[src/lc3b_pkg.sv]
`default_nettype none

package lc3b_pkg;

  // word memory depth, a power of two from 256 to 32768
  localparam int MEM_WORDS = 32768;
  localparam int MEM_AW    = $clog2(MEM_WORDS);

  localparam logic CMD_LOAD = 1'b0;
  localparam logic CMD_EXEC = 1'b1;

  localparam logic [3:0] OP_BR   = 4'd0;
  localparam logic [3:0] OP_ADD  = 4'd1;
  localparam logic [3:0] OP_LDB  = 4'd2;
  localparam logic [3:0] OP_STB  = 4'd3;
  localparam logic [3:0] OP_JSR  = 4'd4;
  localparam logic [3:0] OP_AND  = 4'd5;
  localparam logic [3:0] OP_LDW  = 4'd6;
  localparam logic [3:0] OP_STW  = 4'd7;
  localparam logic [3:0] OP_XOR  = 4'd9;
  localparam logic [3:0] OP_JMP  = 4'd12;
  localparam logic [3:0] OP_SHF  = 4'd13;
  localparam logic [3:0] OP_LEA  = 4'd14;
  localparam logic [3:0] OP_TRAP = 4'd15;

  localparam logic [2:0] CC_RESET = 3'b010;
  localparam logic [2:0] LINK_REG = 3'd7;

  typedef struct packed {
    logic clear;    // clearing pass step
    logic accept;   // input transfer this cycle
    logic fetch;    // halt check and instruction read
    logic decode;   // latch instruction, read base register
    logic read_b;   // latch base, read second register
    logic exec;     // compute, issue data read
    logic commit;   // write back
    logic capture;  // load output register
  } lc3b_cmd_t;

  typedef struct packed {
    logic clear_last;
    logic pc_zero;
    logic halted;
  } lc3b_stat_t;

endpackage

`default_nettype wire

[src/lc3b_ctrl.sv]
`default_nettype none

module lc3b_ctrl
  import lc3b_pkg::*;
(
  input  wire logic       clk,
  input  wire logic       rst,
  input  wire logic       in_valid,
  input  wire logic       in_cmd,
  output logic            in_ready,
  output logic            out_valid,
  input  wire logic       out_ready,
  input  wire lc3b_stat_t stat,
  output lc3b_cmd_t       cmd
);

  localparam logic [2:0] S_CLEAR = 3'd0;
  localparam logic [2:0] S_IDLE  = 3'd1;
  localparam logic [2:0] S_FETCH = 3'd2;
  localparam logic [2:0] S_DEC   = 3'd3;
  localparam logic [2:0] S_RB    = 3'd4;
  localparam logic [2:0] S_EX    = 3'd5;
  localparam logic [2:0] S_MEM   = 3'd6;
  localparam logic [2:0] S_DONE  = 3'd7;

  logic [2:0] state;
  logic [2:0] state_next;

  always_comb begin
    cmd        = '0;
    state_next = state;
    in_ready   = 1'b0;
    case (state)
      S_CLEAR: begin
        cmd.clear = 1'b1;
        if (stat.clear_last) state_next = S_IDLE;
      end
      S_IDLE: begin
        in_ready = 1'b1;
        if (in_valid) begin
          cmd.accept = 1'b1;
          state_next = (in_cmd == CMD_EXEC && !stat.halted) ? S_FETCH : S_DONE;
        end
      end
      S_FETCH: begin
        cmd.fetch  = 1'b1;
        state_next = stat.pc_zero ? S_DONE : S_DEC;
      end
      S_DEC: begin
        cmd.decode = 1'b1;
        state_next = S_RB;
      end
      S_RB: begin
        cmd.read_b = 1'b1;
        state_next = S_EX;
      end
      S_EX: begin
        cmd.exec   = 1'b1;
        state_next = S_MEM;
      end
      S_MEM: begin
        cmd.commit = 1'b1;
        state_next = S_DONE;
      end
      S_DONE: begin
        if (!out_valid || out_ready) begin
          cmd.capture = 1'b1;
          state_next  = S_IDLE;
        end
      end
      default: state_next = S_CLEAR;
    endcase
  end

  always_ff @(posedge clk) begin
    if (rst) begin
      state     <= S_CLEAR;
      out_valid <= 1'b0;
    end else begin
      state <= state_next;
      if (cmd.capture) out_valid <= 1'b1;
      else if (out_ready) out_valid <= 1'b0;
    end
  end

endmodule

`default_nettype wire

[config.mk]
export PLATFORM = sky130hd
export DESIGN_NAME = lc3b_ctrl
export DESIGN_NICKNAME = d
export VERILOG_FILES = /design/src/lc3b_pkg.sv /design/src/lc3b_ctrl.sv
export SDC_FILE = /design/constraint.sdc
export NUM_CORES = 1
export LEC_CHECK = 0
export BUFFER_PORTS_ARGS = -buffer_cell sky130_fd_sc_hd__clkbuf_2
export CAP_MARGIN = 15
export CORE_AREA = 2 2 39 41
export CTS_BUF_LIST = sky130_fd_sc_hd__clkbuf_16
export DETAILED_ROUTE_END_ITERATION = 6
export DIE_AREA = 0 0 41 43
export GPL_TIMING_DRIVEN = 1
export HOLD_SLACK_MARGIN = 0.08
export PLACE_DENSITY_LB_ADDON = 0.08
export SLEW_MARGIN = 20
export SYNTH_ARGS = -nofsm -noshare
export SYNTH_HDL_FRONTEND = slang
export SYNTH_SLANG_ARGS = --single-unit
[constraint.sdc]
create_clock -name clk -period 1.25 [get_ports clk]
set_input_delay 0.125 -clock clk [delete_from_list [all_inputs] [get_ports clk]]
set_output_delay 0.125 -clock clk [all_outputs]
set_load 0.03 [all_outputs]
==> results.txt <==
- Die Height: roughly 43 µm
- dfxtp_1 takes more of the synthesized area than any other cell.
- Final max-slew violation count: 0
- Post-synthesis share of cell area spent on and, or, nand and nor gates: 0.456
- The via count of the first global-routing pass came to 316.
- Number of warnings reported in the yosys synthesis log: 0
- In the synthesized netlist the dominant register cell turns out to be dfxtp_1.
- Fill cells in the final layout number 145.
- Adder-Cell Fraction of Synth Area: 0
* Leakage dissipation: between 0.2 and 0.25 nW
- Port-buffer cells: 17
- For this run, the share of the core covered by cells in the final layout is 0.380.
- Worst hold slack: 133 ps
- Worst path required time: 1120 ps
- Proportion of synthesized chip area in sequential cells: 0.295
- Routability-driven placement finished with a final weighted congestion of 0.738.
- The total area inside the core boundary comes to approximately 1400 µm².
* Master cell of the clock root buffer: clkbuf_16
* Final net count: 68
* Crit-path max FO: 6
* Period utilization: 0.972
- For this run, the slowest stage of the critical path takes 360 ps.
* Total wire length: 805 µm
- Synth-to-Final Area Change: 93.5%
- Number of levels in the clock H-tree: 1
- The first routing iteration left 2 violations.
- Pin count of the biggest net entering global routing: 9
- Power, Total: 0.000997 W
- The worst setup path is captured at an output port.
- Sum of buffers and inverters on the critical path: 2
- Tightest Pin Transition: 242 ps
- Average cell area after synthesis: 7.34 µm²
- Clock-pin slew was measured on the worst setup and hold paths at around 30 ps.
- Xor and xnor area share after synthesis: 0
- By instance count, the leading cell after synthesis is nor2_1.
- Setup repair after global routing missed its margin: true
- Top cells by instance count after synthesis: nor2_1 (6), dfxtp_1 (4), nor3_1 (4)
* Tmin final: between 1000 and 1500 ps
- HPWL reported at the end of detailed placement: 634 µm
* Total global routing track utilization: 0.100
- Max-cap viol count: 0
- The cell area that synthesis handed to floorplanning was 272 µm².
- Post-synthesis cell type count: 20
* Initial antenna violation count: 0
* Run status: completed
- Power density over cell area: 1900 nW/µm²
- Multiplexer fraction of the synthesized cell area: 0
- After detailed routing, the average wire length per cell comes to 10.9 µm.
- Walking the worst path, the cells encountered are buf_6 > nor3b_4 > clkbuf_8.
- Counting flops and latches in the post-synthesis netlist gives 4.
* Count of flip-flops with a built-in enable after synthesis: 0
- Total I/O pin count: 18
- The share of synthesized area in the top cell type comes to 0.295.
* Number of clock buffers inserted by TritonCTS: 3
- For this run, the top clock speed supported by timing is 823 MHz.
* Number of optimization iterations in the first detailed-route pass: 2
- Residual DRC count: 0
* Antenna cell count: 0
- Main combinational cell family by area after synthesis: simple AND/OR/NAND/NOR gates
- Most area-consuming cells after synthesis: dfxtp_1 (29%), buf_6 (8.3%), nor2_1 (8.3%)
* Sort of element at the start of the critical path: flip-flop
* Row count: 14
* Total number of vias: 332
- Setup-violating endpoint count in the final report: 0
- After detailed routing, the number of vias per cell comes to around 4.5.
- Clock latency at the later pin of the worst-skew pair: between 200 and 250 ps
- First-pass GRT wire length: 1190 µm
- Number of nets in the synthesized netlist: 45
* TritonCTS clock tree: yes
* Largest delay contributor family on the critical path: flip-flops
- Headroom to the max-slew limit came out at 0.838.
- Longest Clk Path Bufs: 2
- Die footprint: 1760 µm²
* Master of the slowest instance on the critical path: dfxtp_4
- Clock tree skew after final layout: 0.256 ps
* DRT antenna net count: 0
- Die boundary width: 41 µm
* Hold WC Path Type: in -> reg
- The compound-gate portion of the synthesized area came to 0.134.
- Final-report hold violation count: 0
* Peak supply drop: 0.853 mV
- In the synthesized netlist the async set-or-reset flop fraction comes to 0.
- Synthesis handed over a netlist of 37 instances.
* Starting Density: 0.196
- Data on the critical path arrives at its endpoint at approximately 1100 ps.
- Of the cells placed in the final design, the portion with a size suffix greater than 1 is 0.569.
* Critical path class: reg -> out
- Summed over all layers, the global routing overflow is 0.
- Counting every sink on the clock net gives 4.
==> worst paths after layout <==
check | startpoint | end | slack (ps) | cells past startpoint
max reg2reg | state[2] | state[0] | 180 | 3
min | rst | state[1] | 130 | 2
max | state[0] | cmd[3] | 40 | 3
min reg2reg | state[0] | state[1] | 510 | 1
==> state kept, by name, summed over array words and instances, names as in the netlist <==
register / flops
out_valid: 1
state: 3
==> worst reg2reg max path: cells and delay by family, from the launching register on <==
family             cells  cell delay (ps)
AOI/OAI and AO/OA      1              180
DFF                    1              350
and+or+nand+nor        2              430
==> metrics by stage <==
stage / setup TNS [ps] / instances / instance area (µm²) / setup slack [ps]
2_1_floorplan: -223 / 37 / 287 / -119
3_3_place_gp: 0 / 70 / 387 / 115
3_5_place_dp: 0 / 70 / 387 / 145
4_1_cts: 0 / 73 / 497 / 7.33
5_1_grt: -5.23 / 74 / 526 / -5.23
6_report: 0 / 74 / 526 / 35.4
==> timing repair <==
action,in CTS,in global routing
setup endpoints to repair,8,7
setup buffers,0,1
pin swaps,1,1
hold buffers,0,0
resized for setup,12,13
==> layout by cell type (no fill, tap or decap), drive strengths merged <==
| cell | n |
|---|---|
| a21oi | 3 |
| or3 | 1 |
| nand2 | 2 |
| nand3 | 1 |
| nor2 | 6 |
| nor3 | 4 |
| nand3b | 1 |
| nor3b | 2 |
| buf | 10 |
| clkbuf | 14 |
| inv | 1 |
| nor2b | 2 |
| nor4 | 1 |
| a21o | 1 |
| o21ai | 1 |
| nand2b | 1 |
| dfxtp | 4 |
| a311oi | 1 |
| and2 | 1 |
| or3b | 1 |
==> layout make-up <==
class	instances	area, µm²	share of cell area
clock buffer	3	75.1	0.143
inverter	1	3.75	0.00714
multi-input combinational	29	189	0.360
sequential	4	91.3	0.174
tap	16	20.0	0.0381
timing repair buffer	21	146	0.279
==> metal layers <==
layer,up-vias,global-route usage,routed length (µm)
li1,172,-,-
met1,145,0.113,341
met2,13,0.147,400
met3,2,0.0419,45
met4,0,0.0667,17
met5,-,0,0
==> power by group <==
| part | internal [W] | switching [W] | total (W) | leakage [nW] |
|---|---|---|---|---|
| sequential | 0.000153 | 0.0000332 | 0.000186 | 0.0348 |
| combinational | 0.000144 | 0.000176 | 0.000320 | 0.171 |
| clock | 0.000408 | 0.0000826 | 0.000491 | 0.0370 |
| total | 0.000706 | 0.000291 | 0.000997 | 0.243 |
==> cells by family (layout without fill, tap and decap cells) <==
kind of cell           Yosys count  in the layout
and+or+nand+nor                 23             23
AOI/OAI and AO/OA                6              6
DFF                              4              4
buffers and inverters            4             25
(Power assumes the default switching activity.)
